==> src/sv/sso_pkg.sv <==
// Shared types, constants and helper functions of the skid-steer odometry block.
package sso_pkg;

	localparam int FRAC_BITS = 16;
	localparam int HEAD_W    = 19;
	localparam int MUL_AW    = 34;
	localparam int MUL_BW    = 32;
	localparam int MUL_PW    = MUL_AW + MUL_BW;
	localparam int DIV_NW    = 64;
	localparam int COR_W     = 34;
	localparam int COR_ZW    = 35;

	localparam longint PI_Q24      = 64'd52707179;
	localparam longint PI_FX       =
		(PI_Q24 + ((64'd1 << (24 - FRAC_BITS)) >> 1)) >> (24 - FRAC_BITS);
	localparam longint TWO_PI_FX   = 2 * PI_FX;
	localparam longint PI_Q30      = 64'd3373259426;
	localparam longint HALF_PI_Q30 = 64'd1686629713;
	localparam longint GAIN_Q30    = 64'd652032874;
	localparam longint US_PER_S    = 64'd1000000;
	localparam longint MAX_DT      = 64'd2147483647;

	localparam int CFG_W = 20;

	typedef enum logic [1:0] {
		CFG_SEPARATION = 2'd0,
		CFG_LEFT_RADIUS = 2'd1,
		CFG_RIGHT_RADIUS = 2'd2,
		CFG_UNUSED = 2'd3
	} cfg_reg_t;

	typedef enum logic [1:0] {
		MODE_WHEEL = 2'd0,
		MODE_OPEN  = 2'd1,
		MODE_CLEAR = 2'd2,
		MODE_TIME  = 2'd3
	} mode_t;

	typedef enum logic [4:0] {
		ST_IDLE,
		ST_PREP,
		ST_MUL_L,
		ST_MUL_R,
		ST_DIST,
		ST_DIV_ANG,
		ST_OL_MUL_L,
		ST_OL_DIV_L,
		ST_OL_MUL_A,
		ST_OL_DIV_A,
		ST_WRAP,
		ST_CORDIC,
		ST_MUL_X,
		ST_MUL_Y,
		ST_RATE_L,
		ST_RATE_A,
		ST_DONE
	} state_t;

	// Arctangent of 2^-i in Q30, truncated for i up to 26.
	function automatic logic [31:0] atan_q30(input logic [4:0] i);
		logic [31:0] r;
		unique case (i)
			5'd0:  r = 32'h3243F6A8;
			5'd1:  r = 32'h1DAC6705;
			5'd2:  r = 32'h0FADBAFC;
			5'd3:  r = 32'h07F56EA6;
			5'd4:  r = 32'h03FEAB76;
			5'd5:  r = 32'h01FFD55B;
			5'd6:  r = 32'h00FFFAAA;
			5'd7:  r = 32'h007FFF55;
			5'd8:  r = 32'h003FFFEA;
			5'd9:  r = 32'h001FFFFD;
			5'd10: r = 32'h000FFFFF;
			5'd11: r = 32'h0007FFFF;
			5'd12: r = 32'h0003FFFF;
			5'd13: r = 32'h0001FFFF;
			5'd14: r = 32'h0000FFFF;
			5'd15: r = 32'h00007FFF;
			5'd16: r = 32'h00003FFF;
			5'd17: r = 32'h00001FFF;
			5'd18: r = 32'h00000FFF;
			5'd19: r = 32'h000007FF;
			5'd20: r = 32'h000003FF;
			5'd21: r = 32'h000001FF;
			5'd22: r = 32'h000000FF;
			5'd23: r = 32'h0000007F;
			5'd24: r = 32'h0000003F;
			5'd25: r = 32'h0000001F;
			5'd26: r = 32'h0000000F;
			5'd27: r = 32'h00000008;
			5'd28: r = 32'h00000004;
			5'd29: r = 32'h00000002;
			5'd30: r = 32'h00000001;
			default: r = 32'h00000000;
		endcase
		return r;
	endfunction

	// Magnitude of a signed value.
	function automatic logic [39:0] mag40(input logic signed [39:0] v);
		return v[39] ? 40'(-v) : 40'(v);
	endfunction

	// Floor of (sign * mag) / 2^k as a signed value.
	function automatic logic signed [MUL_PW-1:0] floor_shr(input logic neg,
		input logic [MUL_PW-1:0] mag, input int unsigned k);
		logic [MUL_PW-1:0] m1;
		m1 = mag - MUL_PW'(1);
		if (neg && (mag != '0))
			return $signed(~(m1 >> k));
		else
			return $signed(mag >> k);
	endfunction

	// Apply sign to a magnitude and clamp to 32-bit signed.
	function automatic logic signed [31:0] sat_mag(input logic neg,
		input logic [DIV_NW-1:0] mag);
		if (neg) begin
			if (mag > DIV_NW'(64'h80000000))
				return $signed(32'h80000000);
			else
				return $signed(~mag[31:0] + 32'd1);
		end else begin
			if (mag > DIV_NW'(64'h7FFFFFFF))
				return $signed(32'h7FFFFFFF);
			else
				return $signed(mag[31:0]);
		end
	endfunction

	// Clamp a signed value to 32-bit signed.
	function automatic logic signed [31:0] sat40(input logic signed [39:0] v);
		if (v > 40'sd2147483647)
			return $signed(32'h7FFFFFFF);
		else if (v < -40'sd2147483648)
			return $signed(32'h80000000);
		else
			return $signed(v[31:0]);
	endfunction

endpackage

==> src/sv/sso_mul.sv <==
// Bit-serial shift-add multiplier, one multiplier bit per cycle.
module sso_mul
	import sso_pkg::*;
(
	input  logic              clk,
	input  logic              arst_n,
	input  logic              start,
	input  logic [MUL_AW-1:0] a,
	input  logic [MUL_BW-1:0] b,
	output logic              done,
	output logic [MUL_PW-1:0] prod
);

	localparam int CW = $clog2(MUL_BW);

	logic [MUL_AW-1:0] a_q;
	logic [MUL_PW-1:0] p_q;
	logic [CW-1:0]     cnt_q;
	logic              busy_q;
	logic              done_q;
	logic [MUL_AW:0]   sum;

	assign sum  = {1'b0, p_q[MUL_PW-1:MUL_BW]} + (p_q[0] ? {1'b0, a_q} : '0);
	assign done = done_q;
	assign prod = p_q;

	always_ff @(posedge clk or negedge arst_n) begin
		if (!arst_n) begin
			busy_q <= 1'b0;
			done_q <= 1'b0;
			cnt_q  <= '0;
		end else begin
			done_q <= 1'b0;
			if (start) begin
				busy_q <= 1'b1;
				cnt_q  <= '0;
			end else if (busy_q) begin
				cnt_q <= cnt_q + CW'(1);
				if (cnt_q == CW'(MUL_BW - 1)) begin
					busy_q <= 1'b0;
					done_q <= 1'b1;
				end
			end
		end
	end

	always_ff @(posedge clk) begin
		if (start) begin
			a_q <= a;
			p_q <= {{MUL_AW{1'b0}}, b};
		end else if (busy_q) begin
			p_q <= {sum, p_q[MUL_BW-1:1]};
		end
	end

endmodule

==> src/sv/sso_div.sv <==
// Bit-serial restoring divider, one quotient bit per cycle.
module sso_div
	import sso_pkg::*;
#(
	parameter int DW = 48
) (
	input  logic              clk,
	input  logic              arst_n,
	input  logic              start,
	input  logic [DIV_NW-1:0] num,
	input  logic [DW-1:0]     den,
	output logic              done,
	output logic [DIV_NW-1:0] quo,
	output logic [DW-1:0]     rem
);

	localparam int CW = $clog2(DIV_NW);

	logic [DW-1:0]     den_q;
	logic [DW-1:0]     rem_q;
	logic [DIV_NW-1:0] nq_q;
	logic [CW-1:0]     cnt_q;
	logic              busy_q;
	logic              done_q;
	logic [DW:0]       shifted;
	logic [DW+1:0]     trial;
	logic              fits;

	assign shifted = {rem_q, nq_q[DIV_NW-1]};
	assign trial   = {1'b0, shifted} - {2'b00, den_q};
	assign fits    = !trial[DW+1];
	assign done    = done_q;
	assign quo     = nq_q;
	assign rem     = rem_q;

	always_ff @(posedge clk or negedge arst_n) begin
		if (!arst_n) begin
			busy_q <= 1'b0;
			done_q <= 1'b0;
			cnt_q  <= '0;
		end else begin
			done_q <= 1'b0;
			if (start) begin
				busy_q <= 1'b1;
				cnt_q  <= '0;
			end else if (busy_q) begin
				cnt_q <= cnt_q + CW'(1);
				if (cnt_q == CW'(DIV_NW - 1)) begin
					busy_q <= 1'b0;
					done_q <= 1'b1;
				end
			end
		end
	end

	always_ff @(posedge clk) begin
		if (start) begin
			den_q <= den;
			rem_q <= '0;
			nq_q  <= num;
		end else if (busy_q) begin
			rem_q <= fits ? trial[DW-1:0] : shifted[DW-1:0];
			nq_q  <= {nq_q[DIV_NW-2:0], fits};
		end
	end

endmodule

==> src/sv/sso_cordic.sv <==
// Iterative CORDIC rotator giving cosine and sine of the heading in Q30.
module sso_cordic
	import sso_pkg::*;
#(
	parameter int CORDIC_STEPS = 16
) (
	input  logic                     clk,
	input  logic                     arst_n,
	input  logic                     start,
	input  logic signed [HEAD_W-1:0] angle,
	output logic                     done,
	output logic signed [COR_W-1:0]  cos_v,
	output logic signed [COR_W-1:0]  sin_v
);

	localparam int CW = $clog2(CORDIC_STEPS);

	logic signed [COR_W-1:0]  x_q, y_q;
	logic signed [COR_ZW-1:0] z_q;
	logic                     neg_q;
	logic [CW-1:0]            cnt_q;
	logic                     busy_q;
	logic                     done_q;
	logic signed [COR_ZW-1:0] z0;
	logic signed [COR_W-1:0]  sx, sy;
	logic signed [COR_ZW-1:0] at;

	assign z0    = COR_ZW'(angle) <<< (30 - FRAC_BITS);
	assign sx    = x_q >>> cnt_q;
	assign sy    = y_q >>> cnt_q;
	assign at    = $signed(COR_ZW'(atan_q30(5'(cnt_q))));
	assign done  = done_q;
	assign cos_v = neg_q ? -x_q : x_q;
	assign sin_v = neg_q ? -y_q : y_q;

	always_ff @(posedge clk or negedge arst_n) begin
		if (!arst_n) begin
			busy_q <= 1'b0;
			done_q <= 1'b0;
			cnt_q  <= '0;
		end else begin
			done_q <= 1'b0;
			if (start) begin
				busy_q <= 1'b1;
				cnt_q  <= '0;
			end else if (busy_q) begin
				cnt_q <= cnt_q + CW'(1);
				if (cnt_q == CW'(CORDIC_STEPS - 1)) begin
					busy_q <= 1'b0;
					done_q <= 1'b1;
				end
			end
		end
	end

	always_ff @(posedge clk) begin
		if (start) begin
			x_q <= COR_W'(GAIN_Q30);
			y_q <= '0;
			// fold the angle into the right half plane
			if (z0 > COR_ZW'(HALF_PI_Q30)) begin
				z_q   <= z0 - COR_ZW'(PI_Q30);
				neg_q <= 1'b1;
			end else if (z0 < -COR_ZW'(HALF_PI_Q30)) begin
				z_q   <= z0 + COR_ZW'(PI_Q30);
				neg_q <= 1'b1;
			end else begin
				z_q   <= z0;
				neg_q <= 1'b0;
			end
		end else if (busy_q) begin
			if (z_q >= 0) begin
				x_q <= x_q - sy;
				y_q <= y_q + sx;
				z_q <= z_q - at;
			end else begin
				x_q <= x_q + sy;
				y_q <= y_q - sx;
				z_q <= z_q + at;
			end
		end
	end

endmodule

==> src/sv/skid_steer_odometry.sv <==
// Top level of the skid-steer odometry block: sequencer, pose state and result register.
//
//   channel  | handshake                  | word
//   ---------+----------------------------+---------------------------------------------
//   item     | item_valid / item_stall    | mode, four wheel angles, commands, sample_time
//   result   | result_valid / result_stall| pose, heading, rates, time_error
//   config   | cfg_valid / cfg_ready      | cfg_index, cfg_data
//
// One sequencer walks each wheel or open-loop word through a bit-serial multiplier,
// a bit-serial divider and an iterative CORDIC; reset-pose and set-time words use
// none of them. The serial divider dominates the run time. item_stall is high from the
// accept until the result is loaded. The result register holds its word under
// result_stall; the sequencer waits at its end only if that register is still full.
// Reset clears pose, rates, last angles and time, and loads the register defaults.
module skid_steer_odometry
	import sso_pkg::*;
#(
	parameter int CORDIC_STEPS = 16,
	parameter int TIME_WIDTH   = 48
) (
	input  logic                     clk,
	input  logic                     arst_n,

	input  logic                     item_valid,
	output logic                     item_stall,
	input  logic [1:0]               mode,
	input  logic signed [31:0]       left_front_angle,
	input  logic signed [31:0]       left_rear_angle,
	input  logic signed [31:0]       right_front_angle,
	input  logic signed [31:0]       right_rear_angle,
	input  logic signed [31:0]       cmd_linear,
	input  logic signed [31:0]       cmd_angular,
	input  logic [TIME_WIDTH-1:0]    sample_time,

	output logic                     result_valid,
	input  logic                     result_stall,
	output logic signed [31:0]       pose_x_out,
	output logic signed [31:0]       pose_y_out,
	output logic signed [HEAD_W-1:0] heading_out,
	output logic signed [31:0]       linear_rate_out,
	output logic signed [31:0]       angular_rate_out,
	output logic                     time_error,

	input  logic                     cfg_valid,
	output logic                     cfg_ready,
	input  logic [1:0]               cfg_index,
	input  logic [CFG_W-1:0]         cfg_data
);

	localparam int TW = TIME_WIDTH;

	state_t state_q, state_d;
	logic   issued_q;

	// configuration
	logic [19:0] sep_q;
	logic [15:0] lrad_q, rrad_q;

	// latched word
	mode_t              mode_q;
	logic signed [31:0] lf_q, lr_q, rf_q, rr_q, cl_q, ca_q;
	logic [TW-1:0]      now_q;

	// architectural state
	logic signed [31:0]       pose_x_q, pose_y_q, lin_rate_q, ang_rate_q;
	logic signed [HEAD_W-1:0] heading_q;
	logic signed [31:0]       last_l_q, last_r_q;
	logic [TW-1:0]            last_time_q;

	// working registers
	logic [TW-1:0]      d_q;
	logic               terr_q;
	logic [30:0]        dtc_q;
	logic signed [32:0] dl_q, dr_q;
	logic signed [33:0] lt_q, rt_q;
	logic signed [31:0] dist_q, dang_q;
	logic signed [34:0] diff_q;

	// result register
	logic                     res_valid_q;
	logic signed [31:0]       res_x_q, res_y_q, res_lin_q, res_ang_q;
	logic signed [HEAD_W-1:0] res_head_q;
	logic                     res_terr_q;

	// unit hookup
	logic              mul_start, mul_done;
	logic [MUL_AW-1:0] mul_a;
	logic [MUL_BW-1:0] mul_b;
	logic [MUL_PW-1:0] mul_prod;
	logic              div_start, div_done;
	logic [DIV_NW-1:0] div_num, div_quo;
	logic [TW-1:0]     div_den, div_rem;
	logic              cor_start, cor_done;
	logic signed [COR_W-1:0] cos_v, sin_v;

	// combinational datapath
	logic                     accept;
	logic                     load_res;
	logic [TW-1:0]            d_now;
	logic                     terr_now;
	logic signed [31:0]       la, ra;
	logic signed [32:0]       lsum, rsum;
	logic                     mul_neg;
	logic signed [MUL_PW-1:0] mul_val;
	logic signed [39:0]       pose_sum;
	logic signed [34:0]       side_sum;
	logic signed [32:0]       a_sum;
	logic signed [20:0]       wrap_r;
	logic signed [20:0]       wrap_adj;

	assign accept   = item_valid && !item_stall;
	assign load_res = !res_valid_q || !result_stall;
	assign cfg_ready = 1'b1;

	assign result_valid     = res_valid_q;
	assign pose_x_out       = res_x_q;
	assign pose_y_out       = res_y_q;
	assign heading_out      = res_head_q;
	assign linear_rate_out  = res_lin_q;
	assign angular_rate_out = res_ang_q;
	assign time_error       = res_terr_q;

	sso_mul u_mul (
		.clk    (clk),
		.arst_n (arst_n),
		.start  (mul_start),
		.a      (mul_a),
		.b      (mul_b),
		.done   (mul_done),
		.prod   (mul_prod)
	);

	sso_div #(.DW(TW)) u_div (
		.clk    (clk),
		.arst_n (arst_n),
		.start  (div_start),
		.num    (div_num),
		.den    (div_den),
		.done   (div_done),
		.quo    (div_quo),
		.rem    (div_rem)
	);

	sso_cordic #(.CORDIC_STEPS(CORDIC_STEPS)) u_cordic (
		.clk    (clk),
		.arst_n (arst_n),
		.start  (cor_start),
		.angle  (heading_q),
		.done   (cor_done),
		.cos_v  (cos_v),
		.sin_v  (sin_v)
	);

	// next state
	always_comb begin
		state_d = state_q;
		unique case (state_q)
			ST_IDLE:     if (accept) state_d = ST_PREP;
			ST_PREP: begin
				unique case (mode_q)
					MODE_WHEEL: state_d = ST_MUL_L;
					MODE_OPEN:  state_d = ST_OL_MUL_L;
					MODE_CLEAR: state_d = ST_DONE;
					MODE_TIME:  state_d = ST_DONE;
				endcase
			end
			ST_MUL_L:    if (mul_done) state_d = ST_MUL_R;
			ST_MUL_R:    if (mul_done) state_d = ST_DIST;
			ST_DIST:     state_d = ST_DIV_ANG;
			ST_DIV_ANG:  if (div_done) state_d = ST_WRAP;
			ST_OL_MUL_L: if (mul_done) state_d = ST_OL_DIV_L;
			ST_OL_DIV_L: if (div_done) state_d = ST_OL_MUL_A;
			ST_OL_MUL_A: if (mul_done) state_d = ST_OL_DIV_A;
			ST_OL_DIV_A: if (div_done) state_d = ST_WRAP;
			ST_WRAP:     if (div_done) state_d = ST_CORDIC;
			ST_CORDIC:   if (cor_done) state_d = ST_MUL_X;
			ST_MUL_X:    if (mul_done) state_d = ST_MUL_Y;
			ST_MUL_Y: begin
				if (mul_done)
					state_d = (mode_q == MODE_WHEEL && !terr_q) ? ST_RATE_L : ST_DONE;
			end
			ST_RATE_L:   if (div_done) state_d = ST_RATE_A;
			ST_RATE_A:   if (div_done) state_d = ST_DONE;
			ST_DONE:     if (load_res) state_d = ST_IDLE;
			default:     state_d = ST_IDLE;
		endcase
	end

	// sequencer outputs
	always_comb begin
		item_stall = (state_q != ST_IDLE);
		mul_start  = 1'b0;
		div_start  = 1'b0;
		cor_start  = 1'b0;
		unique case (state_q)
			ST_MUL_L, ST_MUL_R, ST_OL_MUL_L, ST_OL_MUL_A, ST_MUL_X, ST_MUL_Y:
				mul_start = !issued_q;
			ST_DIV_ANG, ST_OL_DIV_L, ST_OL_DIV_A, ST_WRAP, ST_RATE_L, ST_RATE_A:
				div_start = !issued_q;
			ST_CORDIC:
				cor_start = !issued_q;
			default: ;
		endcase
	end

	// operand selection and result shaping
	always_comb begin
		d_now    = now_q - last_time_q;
		terr_now = (d_now == '0) || d_now[TW-1];
		lsum     = 33'(lf_q) + 33'(lr_q);
		rsum     = 33'(rf_q) + 33'(rr_q);
		la       = 32'(lsum >>> 1);
		ra       = 32'(rsum >>> 1);
		side_sum = 35'(lt_q) + 35'(rt_q);
		a_sum    = 33'(heading_q) + 33'(dang_q);

		mul_a   = '0;
		mul_b   = '0;
		mul_neg = 1'b0;
		div_num = '0;
		div_den = TW'(1);
		unique case (state_q)
			ST_MUL_L: begin
				mul_a   = MUL_AW'(mag40(40'(dl_q)));
				mul_b   = MUL_BW'(lrad_q);
				mul_neg = dl_q[32];
			end
			ST_MUL_R: begin
				mul_a   = MUL_AW'(mag40(40'(dr_q)));
				mul_b   = MUL_BW'(rrad_q);
				mul_neg = dr_q[32];
			end
			ST_OL_MUL_L: begin
				mul_a = MUL_AW'(mag40(40'(cl_q)));
				mul_b = MUL_BW'(dtc_q);
			end
			ST_OL_MUL_A: begin
				mul_a = MUL_AW'(mag40(40'(ca_q)));
				mul_b = MUL_BW'(dtc_q);
			end
			ST_MUL_X: begin
				mul_a   = MUL_AW'(mag40(40'(dist_q)));
				mul_b   = MUL_BW'(mag40(40'(cos_v)));
				mul_neg = dist_q[31] ^ cos_v[COR_W-1];
			end
			ST_MUL_Y: begin
				mul_a   = MUL_AW'(mag40(40'(dist_q)));
				mul_b   = MUL_BW'(mag40(40'(sin_v)));
				mul_neg = dist_q[31] ^ sin_v[COR_W-1];
			end
			ST_DIV_ANG: begin
				// scale the travel difference up by the fraction before dividing
				div_num = DIV_NW'({mag40(40'(diff_q)), 16'h0000});
				div_den = (sep_q == '0) ? TW'(1) : TW'(sep_q);
			end
			ST_OL_DIV_L, ST_OL_DIV_A: begin
				div_num = DIV_NW'(mul_prod);
				div_den = TW'(US_PER_S);
			end
			ST_WRAP: begin
				div_num = DIV_NW'(mag40(40'(a_sum)));
				div_den = TW'(TWO_PI_FX);
			end
			ST_RATE_L: begin
				div_num = DIV_NW'(mag40(40'(dist_q))) * DIV_NW'(US_PER_S);
				div_den = d_q;
			end
			ST_RATE_A: begin
				div_num = DIV_NW'(mag40(40'(dang_q))) * DIV_NW'(US_PER_S);
				div_den = d_q;
			end
			default: ;
		endcase

		mul_val  = floor_shr(mul_neg, mul_prod,
			(state_q == ST_MUL_X || state_q == ST_MUL_Y) ? 30 : 16);
		pose_sum = $signed(mul_val[39:0]) +
			((state_q == ST_MUL_Y) ? 40'(pose_y_q) : 40'(pose_x_q));

		// remainder carries the sign of the dividend, then fold into (-pi, pi]
		wrap_r = a_sum[32] ? -$signed({1'b0, div_rem[19:0]}) : $signed({1'b0, div_rem[19:0]});
		if (wrap_r > 21'(PI_FX))
			wrap_adj = wrap_r - 21'(TWO_PI_FX);
		else if (wrap_r <= -21'(PI_FX))
			wrap_adj = wrap_r + 21'(TWO_PI_FX);
		else
			wrap_adj = wrap_r;
	end

	// control and architectural state
	always_ff @(posedge clk or negedge arst_n) begin
		if (!arst_n) begin
			state_q     <= ST_IDLE;
			issued_q    <= 1'b0;
			res_valid_q <= 1'b0;
			sep_q       <= 20'd32768;
			lrad_q      <= '0;
			rrad_q      <= '0;
			pose_x_q    <= '0;
			pose_y_q    <= '0;
			heading_q   <= '0;
			lin_rate_q  <= '0;
			ang_rate_q  <= '0;
			last_l_q    <= '0;
			last_r_q    <= '0;
			last_time_q <= '0;
			terr_q      <= 1'b0;
		end else begin
			state_q <= state_d;

			if (mul_start || div_start || cor_start)
				issued_q <= 1'b1;
			else if (mul_done || div_done || cor_done)
				issued_q <= 1'b0;

			if (cfg_valid && cfg_ready) begin
				unique case (cfg_reg_t'(cfg_index))
					CFG_SEPARATION:   sep_q  <= cfg_data;
					CFG_LEFT_RADIUS:  lrad_q <= cfg_data[15:0];
					CFG_RIGHT_RADIUS: rrad_q <= cfg_data[15:0];
					CFG_UNUSED: ;
				endcase
			end

			unique case (state_q)
				ST_PREP: begin
					terr_q <= (mode_q == MODE_WHEEL || mode_q == MODE_OPEN) && terr_now;
					unique case (mode_q)
						MODE_WHEEL: begin
							last_l_q    <= la;
							last_r_q    <= ra;
							last_time_q <= now_q;
						end
						MODE_OPEN: begin
							lin_rate_q  <= cl_q;
							ang_rate_q  <= ca_q;
							last_time_q <= now_q;
						end
						MODE_CLEAR: begin
							pose_x_q  <= '0;
							pose_y_q  <= '0;
							heading_q <= '0;
						end
						MODE_TIME: last_time_q <= now_q;
					endcase
				end
				ST_WRAP:  if (div_done) heading_q <= HEAD_W'(wrap_adj);
				ST_MUL_X: if (mul_done) pose_x_q <= sat40(pose_sum);
				ST_MUL_Y: if (mul_done) pose_y_q <= sat40(pose_sum);
				ST_RATE_L: if (div_done) lin_rate_q <= sat_mag(dist_q[31], div_quo);
				ST_RATE_A: if (div_done) ang_rate_q <= sat_mag(dang_q[31], div_quo);
				default: ;
			endcase

			// hold the result word until taken; drop valid once it leaves
			if (state_q == ST_DONE && load_res)
				res_valid_q <= 1'b1;
			else if (res_valid_q && !result_stall)
				res_valid_q <= 1'b0;
		end
	end

	// payload registers
	always_ff @(posedge clk) begin
		if (accept) begin
			mode_q <= mode_t'(mode);
			lf_q   <= left_front_angle;
			lr_q   <= left_rear_angle;
			rf_q   <= right_front_angle;
			rr_q   <= right_rear_angle;
			cl_q   <= cmd_linear;
			ca_q   <= cmd_angular;
			now_q  <= sample_time;
		end

		unique case (state_q)
			ST_PREP: begin
				d_q  <= d_now;
				dl_q <= 33'(la) - 33'(last_l_q);
				dr_q <= 33'(ra) - 33'(last_r_q);
				if (terr_now)
					dtc_q <= '0;
				else if (d_now > TW'(MAX_DT))
					dtc_q <= 31'(MAX_DT);
				else
					dtc_q <= d_now[30:0];
			end
			ST_MUL_L: if (mul_done) lt_q <= $signed(mul_val[33:0]);
			ST_MUL_R: if (mul_done) rt_q <= $signed(mul_val[33:0]);
			ST_DIST: begin
				dist_q <= sat40(40'(side_sum >>> 1));
				diff_q <= 35'(rt_q) - 35'(lt_q);
			end
			ST_DIV_ANG:  if (div_done) dang_q <= sat_mag(diff_q[34], div_quo);
			ST_OL_DIV_L: if (div_done) dist_q <= sat_mag(cl_q[31], div_quo);
			ST_OL_DIV_A: if (div_done) dang_q <= sat_mag(ca_q[31], div_quo);
			default: ;
		endcase

		if (state_q == ST_DONE && load_res) begin
			res_x_q    <= pose_x_q;
			res_y_q    <= pose_y_q;
			res_head_q <= heading_q;
			res_lin_q  <= lin_rate_q;
			res_ang_q  <= ang_rate_q;
			res_terr_q <= terr_q;
		end
	end

endmodule
==> config.mk <==
export PLATFORM = sky130hd
export DESIGN_NAME = skid_steer_odometry
export DESIGN_NICKNAME = d
export VERILOG_FILES = /design/src/sv/sso_pkg.sv /design/src/sv/sso_mul.sv /design/src/sv/sso_div.sv /design/src/sv/sso_cordic.sv /design/src/sv/skid_steer_odometry.sv
export SDC_FILE = /design/constraint.sdc
export NUM_CORES = 2
export LEC_CHECK = 0
export BUFFER_PORTS_ARGS = -buffer_cell sky130_fd_sc_hd__buf_2
export CAP_MARGIN = 10
export CORE_ASPECT_RATIO = 0.9
export CORE_MARGIN = 2
export CORE_UTILIZATION = 40
export CTS_CLUSTER_DIAMETER = 150
export CTS_CLUSTER_SIZE = 25
export DETAILED_ROUTE_END_ITERATION = 8
export PLACE_DENSITY_LB_ADDON = 0.05
export SLEW_MARGIN = 20
export SYNTH_ARGS = -nofsm -noshare
export SYNTH_HDL_FRONTEND = slang
export SYNTH_HIERARCHICAL = 1
export SYNTH_SLANG_ARGS = --single-unit
==> constraint.sdc <==
create_clock -name clk -period 20.6 [get_ports clk]
set_clock_uncertainty 0.05 [all_clocks]
set_input_delay 2.06 -clock clk [delete_from_list [all_inputs] [get_ports clk]]
set_output_delay 2.06 -clock clk [all_outputs]
set_load 0.02 [all_outputs]
* Yosys cells after proc, flatten, opt, wreduce, memory -nomap -nowiden
Memory sizes are Yosys's and may differ from the RTL's.
Index checks and enable logic that the tools add are counted.
W data, S select, Z words.
** Storage, ports and cells
- Bits in read-only memories :: 480
- Register bits after elaboration :: 1406
- Bits of input ports :: 269
- Output and inout port bits :: 151
- Memories :: 1
- Word-level logic and storage cells :: 340
** Memory list
- (name not given) :: depth 16, width 30, read ports 1, clocked after Yosys merged registers in 0, write ports 0, line sso_pkg.sv:62 : unique case (i)
** Operators by class
- Multipliers :: 2
- Add/sub/neg operators :: 39
- Shifts and indexed selects :: 4
- Reductions and logical operators :: 63
- Equal/unequal tests :: 42
- Muxes and demuxes :: 116
- Order comparisons :: 12
- Bitwise gates (word level) :: 4
** Operator list (number)
- $mux W32 :: 24
- $pmux W32 S2 :: 6
- $pmux W64 S5 :: 1
- $mux W34 :: 9
- $mux W40 :: 6
- $pmux W48 S4 :: 1
- $mux W35 :: 5
- $pmux W34 S5 :: 1
- $pmux W32 S5 :: 1
- $shr A66 B5 Y40 :: 2
- $mux W64 :: 2
- $mul A40 B14 Y54 const B :: 2
- $mux W5 :: 17
- $neg A32 Y40 :: 2
- $pmux W5 S16 :: 1
- $mux W19 :: 4
- $add A34 B34 Y35 :: 2
- $add A34 B34 Y34 :: 2
- $neg A32 Y34 :: 2
- $neg A33 Y34 :: 2
- $neg A34 Y34 :: 2
- $sshr A34 B4 Y34 :: 2
- $sub A34 B34 Y34 :: 2
- $add A32 B32 Y33 :: 2
- 73 further kinds :: 182

* Logic depth before layout (Yosys ltp)
- Depth after elaboration :: 12
- Gate-level depth with buffers :: 40

* Hierarchy
Netlist, hierarchy kept.
** By module, submodules not included
- skid_steer_odometry :: times used 1, cells an instance 8651, area an instance 82972.1 um^2
- sso_cordic :: times used 1, cells an instance 2228, area an instance 17240.3 um^2
- sso_div :: times used 1, cells an instance 913, area an instance 9308.9 um^2
- sso_mul :: times used 1, cells an instance 532, area an instance 5799.3 um^2

* Least setup slack after synthesis
OpenSTA, ideal clock, no wires.
- Path kind :: input-to-reg
- Start point :: in result_stall
- End point :: reg res_ang_q[0] (netlist: angular_rate_out[0]) (enable)
- Library setup time :: 0.704 ns
- Stages :: 1
- Path slack :: 10.650 ns
- Data arrival time :: 9.196 ns
- Required time :: 19.846 ns
- Path through :: a21oi_1
** On the way
- Longest elaborated chain between the ends :: 3
** RTL lines
- start: declaration :: line skid_steer_odometry.sv:36 : input logic result_stall,
- $logic_not A1 Y1 :: line skid_steer_odometry.sv:112 : assign load_res = !res_valid_q || !result_stall;
- $logic_or A1 B1 Y1 :: line skid_steer_odometry.sv:112
- $logic_and A1 B1 Y1 :: line skid_steer_odometry.sv:400 : if (state_q == ST_DONE && load_res) begin
- end signal: assignment :: line skid_steer_odometry.sv:405 : res_ang_q <= ang_rate_q;
- end: declaration :: line skid_steer_odometry.sv:81 : logic signed [31:0] res_x_q, res_y_q, res_lin_q, res_ang_q;
Every way passes these cells.
A chain may end at the register's enable or synchronous reset.

* Worst setup path after layout
- Start point :: reg u_cordic.x_q[1]
- End point :: reg pose_y_q[6]
** On the way
- Longest elaborated chain between the ends :: 12
- Elaborated cells on any way between the ends :: 13
- Classes of those cells :: add/sub (2); order compare (2); mux (7); bitwise (1); reduce/logical (1)
** RTL lines
- start: declaration :: line sso_cordic.sv:18 : logic signed [COR_W-1:0] x_q, y_q;
- start signal: assignment :: line sso_cordic.sv:58 : x_q <= COR_W'(GAIN_Q30);
- start signal: assignment :: line sso_cordic.sv:73 : x_q <= x_q - sy;
- start signal: assignment :: line sso_cordic.sv:77 : x_q <= x_q + sy;
- $neg A34 Y34 * :: line sso_cordic.sv:33 : assign cos_v = neg_q ? -x_q : x_q;
- $mux W34 * :: line sso_cordic.sv:33
- via cos_v[33] :: line skid_steer_odometry.sv:94 : logic signed [COR_W-1:0] cos_v, sin_v;
- $xor A1 B1 Y1 * :: line skid_steer_odometry.sv:244 : mul_neg = dist_q[31] ^ cos_v[COR_W-1];
- $pmux W1 S4 * :: line skid_steer_odometry.sv:222 : unique case (state_q)
- $logic_and A1 B1 Y1 * :: line sso_pkg.sv:109 : if (neg && (mag != '0))
- $mux W40 * :: line sso_pkg.sv:109
- via mul_val[13] :: line skid_steer_odometry.sv:104 : logic signed [MUL_PW-1:0] mul_val;
- $add A40 B40 Y40 * :: line skid_steer_odometry.sv:277 : pose_sum = $signed(mul_val[39:0]) +
- $lt A40 B32 Y1 :: line sso_pkg.sv:135 : else if (v < -40'sd2147483648)
- $mux W32 :: line sso_pkg.sv:135
- $mux W32 * (2 in a row)
- $pmux W32 S2 * :: line skid_steer_odometry.sv:325 : unique case (state_q)
- end signal: assignment :: line skid_steer_odometry.sv:349 : ST_MUL_Y: if (mul_done) pose_y_q <= sat40(pose_sum);
- end: declaration :: line skid_steer_odometry.sv:65 : logic signed [31:0] pose_x_q, pose_y_q, lin_rate_q, ang_rate_q;
Mark *: on every way through the listed nets, which the timed path passes. The rest lies on a longest branch. The select of a mux whose other input is x is not followed.

==> run_results.csv <==
group,metric,value,unit
sta,finalHoldViolCount,0,
logic_synthesis,synthCells,12300,
sta,setup_viol,0,
floorplanning,die_height,513,um
global_routing,grt_pass1_vias,93200,
finish,nets,14100,
critical_path,cp_slowest_cell,"or3b_2",
clock_tree,cts_made_buffers,70,
global_routing,grt_use_total,0.303,
global_routing,grt-ovfl-total,0,
clock_tree,cts_tree,"built",
finish,layout_commonest_cell,"nand2_1",
run,cap_violations,0,
clock_tree,clkLatencyLatePin,0.81,ns
finish,syn_to_final_growth,8.05,%
global_routing,grt_max_degree,169,
logic_synthesis,synth_area,115000,um2
placed_design,finalWeightedCongestion,0.995,
sta,fmax,0.0922,GHz
placed_design,port_buffers,418,
drt,via_per_inst,5.94,
global_routing,grt_pass1_wl,656000,um
logic_synthesis,synth_area_per_cell,9.36,um2
critical_path,crit_path_end_kind,"register",
finish,drive_gt1_frac,0.102,
sta,post-route-min-period,10.84,ns
critical_path,cp_max_fo,32,
floorplanning,core_area,286000,um2
clock_tree,cts-root-buf,"clkbuf_16",
sta,max_slew_margin,0.144,
floorplanning,die_area,293000,um2
sta,slew_viol_final,0,
drt,wl,453000,um
finish,ff_latch_area,39000,um2
clock_tree,clkTransAtPathRegs,0.11,ns
drt,route.detailed.drc,0,
global_routing,antenna_found_initial,73,
floorplanning,initial_core_util,0.403,
placed_design,placed_cells,16300,
drt,via_count,97700,
finish,fin_cells,16400,
drt,wl_per_cell,27.6,um
critical_path,startpoint,"u_cordic/x_q[1]$_SDFFE_PP1P_",
critical_path,cp_slowest_stage_delay,0.51,ns
critical_path,setup.worst_path.class,"reg2reg",
critical_path,worstReg2RegStart,"u_cordic/x_q[1]$_SDFFE_PP1P_",
placed_design,dp_hpwl,363000,um
critical_path,start_kind,"register",
critical_path,cp.required,21.21,ns
floorplanning,die_w,570,um
sta,period_share,0.526,
floorplanning,num_rows,186,
worst_hold_path,min-delay-start,"lin_rate_q[2]$_DFFE_PN0P_",
clock_tree,cts_max_level,3,
finish,multiInputGateArea,71000,um2
worst_hold_path,worstHoldPathType,"reg2reg",
sta,tightest_slew,1.28,ns
clock_tree,cts_buffer_depth,3,
sta,grt_setup_unrepaired,"no",
critical_path,cp.arrival,11.45,ns
drt,drt_iter0_drc,11000,
sta,hold-worst-slack,0.407,ns
logic_synthesis,yosys_warnings,6,
floorplanning,ioPinCount,420,
clock_tree,cts.sinks,1406,
clock_tree,cts_resized,0,
status,status,"completed",
finish,final_cell_mix,"nand2_1, inv_1, edfxtp_1, ha_1, o21ai_0",
drt,firstDrtPassIters,9,
critical_path,crit_top_cell,"buf_4",
finish,nFillCells,28000,
sta,fin_setup_tns,0,ns
clock_tree,cts_setup_buffers,0,
drt,ant_nets,0,
clock_tree,ctsHoldBuffers,0,
critical path, delay by kind of cell (launching register included):
family / cells / cell delay, ns
multiplexers: 1 / 0.26
flip-flops: 1 / 0.38
AND/OR/NAND/NOR: 11 / 3.54
buffers and inverters: 4 / 1.09
adder cells (fa/ha/maj): 1 / 0.39
XOR/XNOR: 4 / 0.78
AO/OA/AOI/OAI: 12 / 4.16
registers in the layout (all words and copies together), names as in the netlist, 33 cells and up:
name          flops
now_q            48
u_cordic/z_q     35
dr_q             33
u_mul/prod       66
last_time_q      48
u_mul/a_q        34
lt_q             34
diff_q           35
u_cordic/y_q     34
u_div/quo        64
dl_q             33
u_cordic/x_q     34
d_q              48
u_div/den_q      48
rt_q             34
u_div/rem        48
stage by stage:
step	setup WS [ns]	utilization	instance area, um2
5_1_grt	9.10	0.435	125000
4_1_cts	9.96	0.435	124000
6_report	9.76	0.436	125000
2_1_floorplan	10.65	-	116000
3_3_place_gp	9.99	0.427	122000
3_5_place_dp	10.03	0.427	122000
layout make-up:
class,count,share of cell area
sequential,1406,0.313
multi-input combinational,9492,0.570
clock buffer,106,0.0151
antenna,21,0.000422
clock inverter,21,0.00251
inverter,964,0.0291
tap,3760,0.0378
timing repair buffer,666,0.0320
per-layer routing:
metal,vias up,track usage,share of wire
met2,3755,0.445,0.42
met5,-,0,0.00037
met1,48500,0.451,0.47
met3,483,0.0551,0.084
met4,26,0.0836,0.031
li1,44900,-,-
final timing paths:
check / cells past startpoint / slack (ns) / to
min in group asynchronous: 1 / 1.27 / u_cordic/busy_q$_DFF_PN0_
worst max-delay path: 33 / 9.76 / pose_y_q[6]$_DFFE_PN0P_
worst min-delay path: 0 / 0.41 / linear_rate_out[2]$_DFFE_PP_
worst min register to register: 0 / 0.41 / linear_rate_out[2]$_DFFE_PP_
max in group asynchronous: 3 / 16.83 / u_div/busy_q$_DFF_PN0_
worst max register to register: 33 / 9.76 / pose_y_q[6]$_DFFE_PN0P_
Power is left out: the tool's default activity adds up to more than one toggle a clock period on the data nets, which glitch-free logic cannot reach.
